File: src/design/b64e_pkg.sv
// Shared types, constants and the character table of the base64 line encoder.
package b64e_pkg;

    // Configuration register map (index in words, byte address = 4 * index)
    localparam int unsigned ApbAddrW      = 3;
    localparam logic        RegLineGroups = 1'b0;

    localparam logic [7:0] LineGroupsReset = 8'd19;

    // Special characters
    localparam logic [7:0] CharPad = 8'h3D;
    localparam logic [7:0] CharCr  = 8'h0D;
    localparam logic [7:0] CharLf  = 8'h0A;

    // Character slots inside one group word
    localparam logic [2:0] SlotThird = 3'd2;
    localparam logic [2:0] SlotFourth = 3'd3;
    localparam logic [2:0] SlotCr    = 3'd4;
    localparam logic [2:0] SlotLf    = 3'd5;

    // Pad counts
    localparam logic [1:0] PadNone = 2'd0;
    localparam logic [1:0] PadOne  = 2'd1;
    localparam logic [1:0] PadTwo  = 2'd2;

    // Queue between front and back
    localparam int unsigned FifoDepth = 4;
    localparam int unsigned FifoPtrW  = $clog2(FifoDepth);
    localparam int unsigned FifoCntW  = $clog2(FifoDepth + 1);

    // One group word: four sextets, pad count, line break and message end
    typedef struct packed {
        logic [3:0][5:0] sextets;
        logic [1:0]      pad_count;
        logic            crlf;
        logic            eom;
    } cmd_t;

    // Map a sextet to its base64 character
    function automatic logic [7:0] b64_char(input logic [5:0] s);
        logic [7:0] w;
        begin
            w = {2'b00, s};
            if (s inside {[6'd0:6'd25]}) begin
                b64_char = w + 8'h41;
            end else if (s inside {[6'd26:6'd51]}) begin
                b64_char = w + 8'h47;   // 'a' - 26
            end else if (s inside {[6'd52:6'd61]}) begin
                b64_char = w - 8'h04;   // '0' - 52
            end else if (s == 6'd62) begin
                b64_char = 8'h2B;
            end else begin
                b64_char = 8'h2F;
            end
        end
    endfunction

endpackage

File: src/design/b64e_front.sv
// Front end: collects bytes into groups and issues one group word per output group.
module b64e_front (
    input  logic                clk,
    input  logic                rst_n,
    input  logic                in_valid,
    output logic                in_ready,
    input  logic [7:0]          data_byte,
    input  logic                last_byte,
    input  logic [7:0]          line_groups,
    input  logic                fifo_full,
    output logic                push,
    output b64e_pkg::cmd_t      cmd
);

    logic [7:0] pend0_reg, pend0_next;
    logic [7:0] pend1_reg, pend1_next;
    logic [1:0] pcnt_reg, pcnt_next;
    logic [7:0] groups_reg, groups_next;
    logic [7:0] groups_inc;
    logic       accept;

    assign in_ready   = !fifo_full;
    assign accept     = in_valid && in_ready;
    assign groups_inc = groups_reg + 8'd1;

    always_comb
    begin
        cmd         = '0;
        push        = 1'b0;
        pend0_next  = pend0_reg;
        pend1_next  = pend1_reg;
        pcnt_next   = pcnt_reg;
        groups_next = groups_reg;
        if (accept)
        begin
            if (pcnt_reg == 2'd2)
            begin
                // full group: two held bytes plus this one
                cmd.sextets[0] = pend0_reg[7:2];
                cmd.sextets[1] = {pend0_reg[1:0], pend1_reg[7:4]};
                cmd.sextets[2] = {pend1_reg[3:0], data_byte[7:6]};
                cmd.sextets[3] = data_byte[5:0];
                cmd.pad_count  = b64e_pkg::PadNone;
                cmd.crlf       = (line_groups != 8'd0) && (groups_inc >= line_groups);
                groups_next    = cmd.crlf ? 8'd0 : groups_inc;
                pcnt_next      = 2'd0;
                push           = 1'b1;
            end
            else if (last_byte)
            begin
                if (pcnt_reg == 2'd0)
                begin
                    cmd.sextets[0] = data_byte[7:2];
                    cmd.sextets[1] = {data_byte[1:0], 4'b0000};
                    cmd.pad_count  = b64e_pkg::PadTwo;
                end
                else
                begin
                    cmd.sextets[0] = pend0_reg[7:2];
                    cmd.sextets[1] = {pend0_reg[1:0], data_byte[7:4]};
                    cmd.sextets[2] = {data_byte[3:0], 2'b00};
                    cmd.pad_count  = b64e_pkg::PadOne;
                end
                push = 1'b1;
            end
            else
            begin
                // hold the byte until the group fills
                if (pcnt_reg[0])
                    pend1_next = data_byte;
                else
                    pend0_next = data_byte;
                pcnt_next = pcnt_reg + 2'd1;
            end
            cmd.eom = last_byte;
            if (last_byte)
            begin
                pcnt_next   = 2'd0;
                groups_next = 8'd0;
            end
        end
    end

    always_ff @(posedge clk or negedge rst_n)
    begin
        if (!rst_n)
        begin
            pcnt_reg   <= 2'd0;
            groups_reg <= 8'd0;
        end
        else
        begin
            pcnt_reg   <= pcnt_next;
            groups_reg <= groups_next;
        end
    end

    always_ff @(posedge clk)
    begin
        pend0_reg <= pend0_next;
        pend1_reg <= pend1_next;
    end

    a_pcnt_range: assert property (@(posedge clk) disable iff (!rst_n)
        pcnt_reg != 2'd3)
        else $error("pending count out of range");

endmodule

File: src/design/b64e_fifo.sv
// Short queue of group words between the front and back ends.
module b64e_fifo (
    input  logic           clk,
    input  logic           rst_n,
    input  logic           push,
    input  b64e_pkg::cmd_t push_data,
    input  logic           pop,
    output b64e_pkg::cmd_t head,
    output logic           full,
    output logic           empty
);

    b64e_pkg::cmd_t                        mem [b64e_pkg::FifoDepth];
    logic [b64e_pkg::FifoPtrW-1:0]         wptr_reg, wptr_next;
    logic [b64e_pkg::FifoPtrW-1:0]         rptr_reg, rptr_next;
    logic [b64e_pkg::FifoCntW-1:0]         cnt_reg, cnt_next;

    localparam logic [b64e_pkg::FifoCntW-1:0] CntFull = b64e_pkg::FifoCntW'(b64e_pkg::FifoDepth);
    localparam logic [b64e_pkg::FifoCntW-1:0] CntOne  = b64e_pkg::FifoCntW'(1);
    localparam logic [b64e_pkg::FifoPtrW-1:0] PtrOne  = b64e_pkg::FifoPtrW'(1);

    assign full  = (cnt_reg == CntFull);
    assign empty = (cnt_reg == '0);
    assign head  = mem[rptr_reg];

    always_comb
    begin
        wptr_next = push ? wptr_reg + PtrOne : wptr_reg;
        rptr_next = pop ? rptr_reg + PtrOne : rptr_reg;
        cnt_next  = cnt_reg;
        if (push && !pop)
            cnt_next = cnt_reg + CntOne;
        else if (pop && !push)
            cnt_next = cnt_reg - CntOne;
    end

    always_ff @(posedge clk or negedge rst_n)
    begin
        if (!rst_n)
        begin
            wptr_reg <= '0;
            rptr_reg <= '0;
            cnt_reg  <= '0;
        end
        else
        begin
            wptr_reg <= wptr_next;
            rptr_reg <= rptr_next;
            cnt_reg  <= cnt_next;
        end
    end

    always_ff @(posedge clk)
    begin
        if (push)
            mem[wptr_reg] <= push_data;
    end

    a_no_overflow: assert property (@(posedge clk) disable iff (!rst_n)
        push |-> !full)
        else $error("push into full queue");

    a_no_underflow: assert property (@(posedge clk) disable iff (!rst_n)
        pop |-> !empty)
        else $error("pop from empty queue");

endmodule

File: src/design/b64e_back.sv
// Back end: expands group words into characters, one per cycle while the receiver takes them, into an output register.
module b64e_back (
    input  logic           clk,
    input  logic           rst_n,
    input  b64e_pkg::cmd_t head,
    input  logic           empty,
    output logic           pop,
    output logic           out_valid,
    input  logic           out_ready,
    output logic [7:0]     out_char,
    output logic           last_char,
    output logic           end_of_message
);

    logic       valid_reg, valid_next;
    logic [7:0] char_reg, char_next;
    logic       lastc_reg, lastc_next;
    logic       eom_reg, eom_next;
    logic [2:0] slot_reg, slot_next;
    logic       load;
    logic       final_slot;
    logic       is_pad;
    logic [7:0] sel_char;

    assign load       = !valid_reg || out_ready;
    assign final_slot = head.crlf ? (slot_reg == b64e_pkg::SlotLf)
                                  : (slot_reg == b64e_pkg::SlotFourth);
    assign is_pad     = ((slot_reg == b64e_pkg::SlotFourth) && (head.pad_count != b64e_pkg::PadNone))
                     || ((slot_reg == b64e_pkg::SlotThird) && (head.pad_count == b64e_pkg::PadTwo));

    always_comb
    begin
        case (slot_reg)
            b64e_pkg::SlotCr: sel_char = b64e_pkg::CharCr;
            b64e_pkg::SlotLf: sel_char = b64e_pkg::CharLf;
            default:          sel_char = is_pad ? b64e_pkg::CharPad
                                                : b64e_pkg::b64_char(head.sextets[slot_reg[1:0]]);
        endcase
    end

    always_comb
    begin
        pop        = 1'b0;
        valid_next = valid_reg;
        char_next  = char_reg;
        lastc_next = lastc_reg;
        eom_next   = eom_reg;
        slot_next  = slot_reg;
        if (load)
        begin
            valid_next = !empty;
            if (!empty)
            begin
                char_next  = sel_char;
                lastc_next = final_slot;
                eom_next   = final_slot && head.eom;
                if (final_slot)
                begin
                    slot_next = 3'd0;
                    pop       = 1'b1;
                end
                else
                    slot_next = slot_reg + 3'd1;
            end
        end
    end

    always_ff @(posedge clk or negedge rst_n)
    begin
        if (!rst_n)
        begin
            valid_reg <= 1'b0;
            slot_reg  <= 3'd0;
        end
        else
        begin
            valid_reg <= valid_next;
            slot_reg  <= slot_next;
        end
    end

    always_ff @(posedge clk)
    begin
        char_reg  <= char_next;
        lastc_reg <= lastc_next;
        eom_reg   <= eom_next;
    end

    assign out_valid      = valid_reg;
    assign out_char       = char_reg;
    assign last_char      = lastc_reg;
    assign end_of_message = eom_reg;

    a_eom_is_last: assert property (@(posedge clk) disable iff (!rst_n)
        valid_reg && eom_reg |-> lastc_reg)
        else $error("message end off the final character");

    a_cr_then_lf: assert property (@(posedge clk) disable iff (!rst_n)
        valid_reg && out_ready && (char_reg == b64e_pkg::CharCr)
        |=> valid_reg && (char_reg == b64e_pkg::CharLf))
        else $error("CR not followed by LF");

endmodule

File: src/design/base64_line_wrapped_encoder.sv
// Top level of the base64 encoder with CR LF line wrapping.
//
// Usage:
//   Input channel (in_valid/in_ready, data_byte, last_byte) takes one message
//   byte per word; last_byte marks the final byte of a message. Output channel
//   (out_valid/out_ready, out_char, last_char, end_of_message) gives one ASCII
//   character per word. last_char flags the final character caused by an
//   input word, end_of_message the final character of the whole message.
//   line_groups (APB, address 0) sets four-character groups per line, 0 turns
//   wrapping off; reset value 19 gives 76-character lines.
// Path: the byte that completes a group pushes its group word into the queue,
//   and the back end then loads the group's first character into the output register.
// Throughput: input words are taken every cycle while the four-entry group
//   queue has room; the output register drains one character per cycle while
//   out_ready is high, and a line break adds the two characters CR LF.
// Reset: clears the pending byte count, line count, queue and output valid and
//   loads line_groups with 19.
// Stall: when out_ready is low the output register and queue hold; once the
//   queue fills, in_ready drops until the receiver takes characters again.
module base64_line_wrapped_encoder (
    input  logic                          clk,
    input  logic                          rst_n,
    // byte input
    input  logic                          in_valid,
    output logic                          in_ready,
    input  logic [7:0]                    data_byte,
    input  logic                          last_byte,
    // character output
    output logic                          out_valid,
    input  logic                          out_ready,
    output logic [7:0]                    out_char,
    output logic                          last_char,
    output logic                          end_of_message,
    // configuration
    input  logic                          psel,
    input  logic                          penable,
    input  logic                          pwrite,
    input  logic [b64e_pkg::ApbAddrW-1:0] paddr,
    input  logic [31:0]                   pwdata,
    output logic [31:0]                   prdata,
    output logic                          pready
);

    logic [7:0]     line_groups_reg, line_groups_next;
    logic           reg_hit;
    logic           cfg_write;
    logic           push;
    logic           pop;
    logic           fifo_full;
    logic           fifo_empty;
    b64e_pkg::cmd_t cmd;
    b64e_pkg::cmd_t head;

    // Register decode: word index is paddr[2], byte lanes ignored
    assign pready    = 1'b1;
    assign reg_hit   = (paddr[b64e_pkg::ApbAddrW-1:2] == b64e_pkg::RegLineGroups);
    assign cfg_write = psel && penable && pwrite && pready;
    assign prdata    = reg_hit ? {24'd0, line_groups_reg} : 32'd0;

    always_comb
    begin
        line_groups_next = line_groups_reg;
        if (cfg_write && reg_hit)
            line_groups_next = pwdata[7:0];
    end

    always_ff @(posedge clk or negedge rst_n)
    begin
        if (!rst_n)
            line_groups_reg <= b64e_pkg::LineGroupsReset;
        else
            line_groups_reg <= line_groups_next;
    end

    // Front: group bytes, decide padding and line breaks
    b64e_front u_front (
        .clk         (clk),
        .rst_n       (rst_n),
        .in_valid    (in_valid),
        .in_ready    (in_ready),
        .data_byte   (data_byte),
        .last_byte   (last_byte),
        .line_groups (line_groups_reg),
        .fifo_full   (fifo_full),
        .push        (push),
        .cmd         (cmd)
    );

    // Queue: decouple byte intake from character output
    b64e_fifo u_fifo (
        .clk       (clk),
        .rst_n     (rst_n),
        .push      (push),
        .push_data (cmd),
        .pop       (pop),
        .head      (head),
        .full      (fifo_full),
        .empty     (fifo_empty)
    );

    // Back: emit characters of the head group word
    b64e_back u_back (
        .clk            (clk),
        .rst_n          (rst_n),
        .head           (head),
        .empty          (fifo_empty),
        .pop            (pop),
        .out_valid      (out_valid),
        .out_ready      (out_ready),
        .out_char       (out_char),
        .last_char      (last_char),
        .end_of_message (end_of_message)
    );

endmodule

File: config.mk
export PLATFORM = sky130hd
export DESIGN_NAME = base64_line_wrapped_encoder
export DESIGN_NICKNAME = d
export VERILOG_FILES = /design/src/design/b64e_pkg.sv /design/src/design/b64e_front.sv /design/src/design/b64e_fifo.sv /design/src/design/b64e_back.sv /design/src/design/base64_line_wrapped_encoder.sv
export SDC_FILE = /design/constraint.sdc
export NUM_CORES = 1
export LEC_CHECK = 0
export ABC_AREA = 1
export BUFFER_PORTS_ARGS = -buffer_cell sky130_fd_sc_hd__buf_2
export CAP_MARGIN = 20
export CORE_UTILIZATION = 30
export DETAILED_ROUTE_END_ITERATION = 8
export HOLD_SLACK_MARGIN = 0.15
export SLEW_MARGIN = 20
export SYNTH_ARGS = -nofsm -noshare
export SYNTH_HDL_FRONTEND = slang
export SYNTH_HIERARCHICAL = 1
export SYNTH_SLANG_ARGS = --single-unit
File: constraint.sdc
create_clock -name clk -period 3.3 [get_ports clk]
set_clock_uncertainty 0.1 [all_clocks]
set_input_delay 0.165 -clock clk [delete_from_list [all_inputs] [get_ports clk]]
set_output_delay 0.165 -clock clk [all_outputs]
set_load 0.02 [all_outputs]
# == Word level (Yosys, flattened, before mapping) ==
# Memory sizes are Yosys's and may differ from the RTL's.
# Cells that the tools add are included.
# classes
n_addsub,10
order_cmp,8
n_eq_ne,8
mux,33
n_bitwise,5
reduce_logical,30
# ops
operator,n
2-to-1 mux 8 bit,8
2-to-1 mux 20 bit,2
2-to-1 mux 28 bit,1
2-to-1 mux 6 bit,3
adder 6 x 7 -> 8 bit (second input constant),2
case mux 8 bit (2 select lines),1
2-to-1 mux 14 bit,1
logical AND 1 bit,13
binary-select mux 6 bit (select 2 bit),1
less-or-equal comparator 6 bit (second input constant),2
2-to-1 mux 3 bit,4
2-to-1 mux 1 bit,10
equality test 3 bit (second input constant),3
adder 8 x 1 -> 8 bit (second input constant),1
greater-or-equal comparator 8 bit,1
AND reduction 4 bit,2
nonzero test 8 bit,1
subtractor 6 x 3 -> 7 bit (second input constant),1
adder 2 x 1 -> 2 bit (second input constant),3
adder 3 x 1 -> 3 bit (second input constant),2
equality test 3 x 2 -> 1 bit (second input constant),2
equality test 6 bit (second input constant),1
greater-or-equal comparator 6 x 1 -> 1 bit (second input constant),1
greater-or-equal comparator 6 x 5 -> 1 bit (second input constant),1
13 further kinds,27
# totals
ff_bits,55
mem_bits_rw,112
in_bits,51
wordCells,108
mem_count,1
# mem_list
memory,depth,width,read_ports,rd_ports_with_merged_regs,wr,line_no,rtl
u_fifo.mem,4,28,1,0,1,b64e_fifo.sv:13,b64e_pkg::cmd_t mem [b64e_pkg::FifoDepth];

# == Logic depth before layout (Yosys ltp) ==
# An unclocked memory read counts as a cell.
# depth
word_depth,10
mapped_depth,24
mapped_depth_nobuf,22

# == By module ==
# Netlist, hierarchy kept.
# modules_own_cells
mod,instances,cells_per_inst,area_each_um2,seq_area_each_um2
b64e_fifo,1,375,5041.1,3538.4
b64e_front,1,196,1604.0,730.7
b64e_back,1,198,1443.9,400.4
base64_line_wrapped_encoder,1,81,613.1,203.9

# == Least setup slack after synthesis ==
# OpenSTA, ideal clock, no wires.
# synth_path
kind,flip-flop to flip-flop
start,register u_fifo/rptr_reg[0] (netlist bit)
end,"register u_back.char_reg[2] (netlist: u_back/out_char[2]), data pin"
arrival_time_ns,2.296
required_time_ns,2.946
setup_slack_ns,0.651
stages_incl_launch_ff,23
n_path_buf,3
period_less_slack_ns,2.649
cell_sequence,dfrtp_1 -> buf_6 -> buf_8 -> buf_6 -> o211ai_2 -> nand2_1 -> nand2_1 -> nand3_1 -> nand2_2 -> inv_1 -> ha_1 -> a21oi_1 -> nand3_1 -> nor2_1 -> nor2_4 -> nand3_1 -> nand2_1 -> nand2_1 -> nand2_1 -> nand2_1 -> nand2_1 -> nand2_1 -> nand2_1
# synth_lines
item,line_no,rtl
from (decl),b64e_fifo.sv:15,"logic [b64e_pkg::FifoPtrW-1:0] rptr_reg, rptr_next;"
from (signal assigned),b64e_fifo.sv:48,rptr_reg <= rptr_next;
to (signal assigned),b64e_back.sv:84,char_reg <= char_next;
to (decl),b64e_back.sv:16,"logic [7:0] char_reg, char_next;"

==> results.py <==
metrics = {
    "outcome": {
        "status": "completed",
    },
    "drt": {
        "ant_nets": 0,
        "viasPerCell": 4.333,
        "drc": 0,
        "dr.pass1.iters": 5,
        "wire_per_inst_um": 13.06,
        "routed_wl_um": 17440,
        "drt_first_iter_violations": 320,
        "num_vias": 5785,
    },
    "final_layout": {
        "n_antenna_cell": 0,
        "utilization_pct": 36.48,
        "final_nets": 1025,
        "largest_reg_flops": 112,
        "final_cells": 1335,
        "regArea_um2": 4877,
        "drive_above_1_share_pct": 18.50,
        "area_delta_synth_final_pct": 18.07,
        "num-fill-cells": 2786,
        "multi_input_area_um2": 2962,
        "largest-register": "u_fifo/mem",
    },
    "die": {
        "die_h_um": 172.3,
        "core_area_um2": 28160,
        "die_w_um": 172.3,
        "rows": 61,
        "initial_core_util_pct": 30.90,
        "die_area_um2": 29690,
        "pin_count": 96,
    },
    "synth": {
        "yosysWarnings": 6,
        "synth_cell_types": 42,
        "ys.flop_type": "edfxtp_1",
        "netlist_top_cells_area": "edfxtp_1 (48%), nand2_1 (9.1%), dfrtp_1 (7.5%)",
        "synth_area_per_cell_um2": 10.24,
        "yosysTopAreaCellShare_pct": 47.62,
        "syn_area_um2": 8702,
        "synth_async_sr_flop_share_pct": 17.37,
        "yosysMostFrequentCell": "nand2_1",
        "yosysSeqAreaShare_pct": 56.00,
        "synth_common_cells": "nand2_1 (210), edfxtp_1 (138), inv_1 (132)",
        "synth_cells": 850,
        "yosys.area.top_type": "edfxtp_1",
        "ys_ff_latch": 167,
        "synth_edf_count": 138,
    },
    "power": {
        "p_seq_share_pct": 32.5,
        "clkPwrFrac_pct": 20.0,
        "switchingPower_mw": 4.161,
        "power.leakage_nw": 4.535,
        "power_mw": 9.739,
        "p_sw_share_pct": 42.73,
        "power_density_nw_per_um2": 947.9,
        "intPower_mw": 5.578,
        "p_comb_share_pct": 47.5,
        "vdd_drop_max_mv": 0.4017,
    },
    "sta": {
        "rsz0062_at_grt": "false",
        "hold_violations": 0,
        "slew_headroom_pct": 51.02,
        "setup_slack_ns": 0.2808,
        "tightest_slew_ns": 0.7321,
        "min_period_ns": 3.019,
        "finalSetupViolCount": 0,
        "tns_ns": 0,
        "fin_crit_sh_pct": 91.49,
        "slew_viol_final": 0,
        "maxClockFrequency_mhz": 331.2,
    },
    "placement": {
        "dp_hpwl_um": 12030,
        "numPortBuffers": 44,
        "dpl.cell_count": 1267,
        "place_ws_ns": 0.2258,
        "gp_congestion": 0.8266,
    },
    "global_routing": {
        "antenna_found_initial": 0,
        "grt_max_degree": 31,
        "grt_pass1_vias": 5740,
        "overflow": 0,
        "grt_usage_pct": 12.70,
        "grt_pass1_wl_um": 28960,
    },
    "setup_path": {
        "critPathCapture": "u_back/out_char[1]",
        "reg2reg_depth": 16,
        "r2r_start": "u_fifo/rptr_reg[0]",
        "worstSetupStartpointType": "flop",
        "r2r_end": "u_back/out_char[1]",
        "critPathLaunch": "u_fifo/rptr_reg[0]",
        "endpoint_kind": "flop",
        "reg2reg_slack_ns": 0.28,
        "crit_type": "flop to flop",
        "cp_max_fo": 30,
        "required_ns": 3.37,
        "arrival_ns": 3.09,
    },
    "clocking": {
        "cts_buffer_depth": 2,
        "cts.sinks": 167,
        "insertion_delay_ns": 0.43,
        "cts-root-buf": "clkbuf_16",
        "numCtsBuffers": 17,
        "cts_tree": "yes",
        "path_clk_slew_ns": 0.08,
        "post_cts_buffers": 0,
        "htree_levels": 4,
    },
    "worst_hold_path": {
        "hold_path_class": "input port to asynchronous set/reset pin",
    },
    "job": {
        "cap_viol_max_count": 0,
    },
}
[power groups by stage]
stage / clock (mW) / sequential [mW] / combinational, mW
6_report: 1.95 / 3.17 / 4.63
5_1_grt: 2.07 / 3.22 / 5.24
4_1_cts: 1.99 / 3.17 / 4.64
3_5_place_dp: 0 / 3.22 / 4.58
3_3_place_gp: 0 / 3.20 / 4.50
2_1_floorplan: 0 / 3.22 / 3.44
[area by class of cell]
cell class | instances | share of cell area, %
flip-flops and latches | 167 | 47.47
clock buffers | 17 | 4.140
repair buffers | 102 | 7.781
clock inverters | 15 | 1.717
inverters | 149 | 5.468
well taps | 378 | 4.603
multi-input cells | 507 | 28.82
[layer usage]
metal  share of wire, %  up-vias  GRT usage [%]
met4                1.1        0          4.463
met2                 48      121          20.81
met1                 48     2693          16.77
met3                3.0       15          2.312
met5                  0        -              0
li1                   -     2956              -
[worst max-delay path, cell delays in order, from the launching register on]
cell and delay [ns]:
dfrtp_4 0.58, buf_12 0.20, o211ai_1 0.18, nand2_1 0.08, inv_1 0.09, nand2_1 0.07
nand3_1 0.10, nand2_2 0.15, ha_1 0.28, nand3_1 0.17, nand2_1 0.12, o21ai_4 0.24
inv_2 0.11, nor2_1 0.10, nor2_1 0.05, nand2_1 0.06, o21ai_1 0.06
[cells by family (layout without fill, tap and decap cells)]
kind of cell | count (synthesis) | after routing | share of synthesized area, %
adder cells (fa/ha/maj) | 30 | 30 | 4.400
XOR/XNOR | 16 | 16 | 1.610
AND/OR/NAND/NOR | 329 | 329 | 16.82
AO/OA/AOI/OAI | 107 | 107 | 10.06
other | 2 | 25 | 0.08630
buffers and inverters | 199 | 283 | 11.01
flip-flops | 167 | 167 | 56.00
[timing repair]
item / CTS / global route
resized for setup: 0 / 3
endpoints found under the setup margin: 0 / 4
hold endpoints to repair: 102 / 0
hold buffers: 36 / 0
[through the flow]
step	cell area (µm²)	hold WS [ns]
4_1_cts	10270	0.2435
2_1_floorplan	8788	-0.2306
5_1_grt	10270	0.2934
6_report	10270	0.2173
3_5_place_dp	9304	0.1689
3_3_place_gp	9304	0.1660
[worst min-delay path by stage]
stage	to	slack, ns	cells past startpoint
2_1_floorplan	line_groups_reg[2]	-0.23	0
4_1_cts	u_front/groups_reg[7]	0.24	2
3_3_place_gp	u_back/slot_reg[0]	0.17	1
3_5_place_dp	u_back/slot_reg[0]	0.17	1
5_1_grt	u_front/groups_reg[7]	0.29	2
6_report	u_front/groups_reg[7]	0.22	2
[cells in the final DEF (no fill, tap or decap), drive strengths merged]
cell type    instances
dlygate4sd3         36
nor4                 1
a21oi               15
nand4                3
nor2                43
ha                  29
conb                25
nor3                 6
o21ai               21
nor3b                1
clkbuf              17
nand3               53
nand2              221
clkinvlp             2
o211ai              59
o21a                 1
xnor2                2
o22ai               10
dfrtp               26
nand3b               1
dfstp                3
inv                154
xor2                14
fa                   1
o31ai                1
edfxtp             138
buf                 66
clkinv               8
Power figures use the tool's default switching activity.
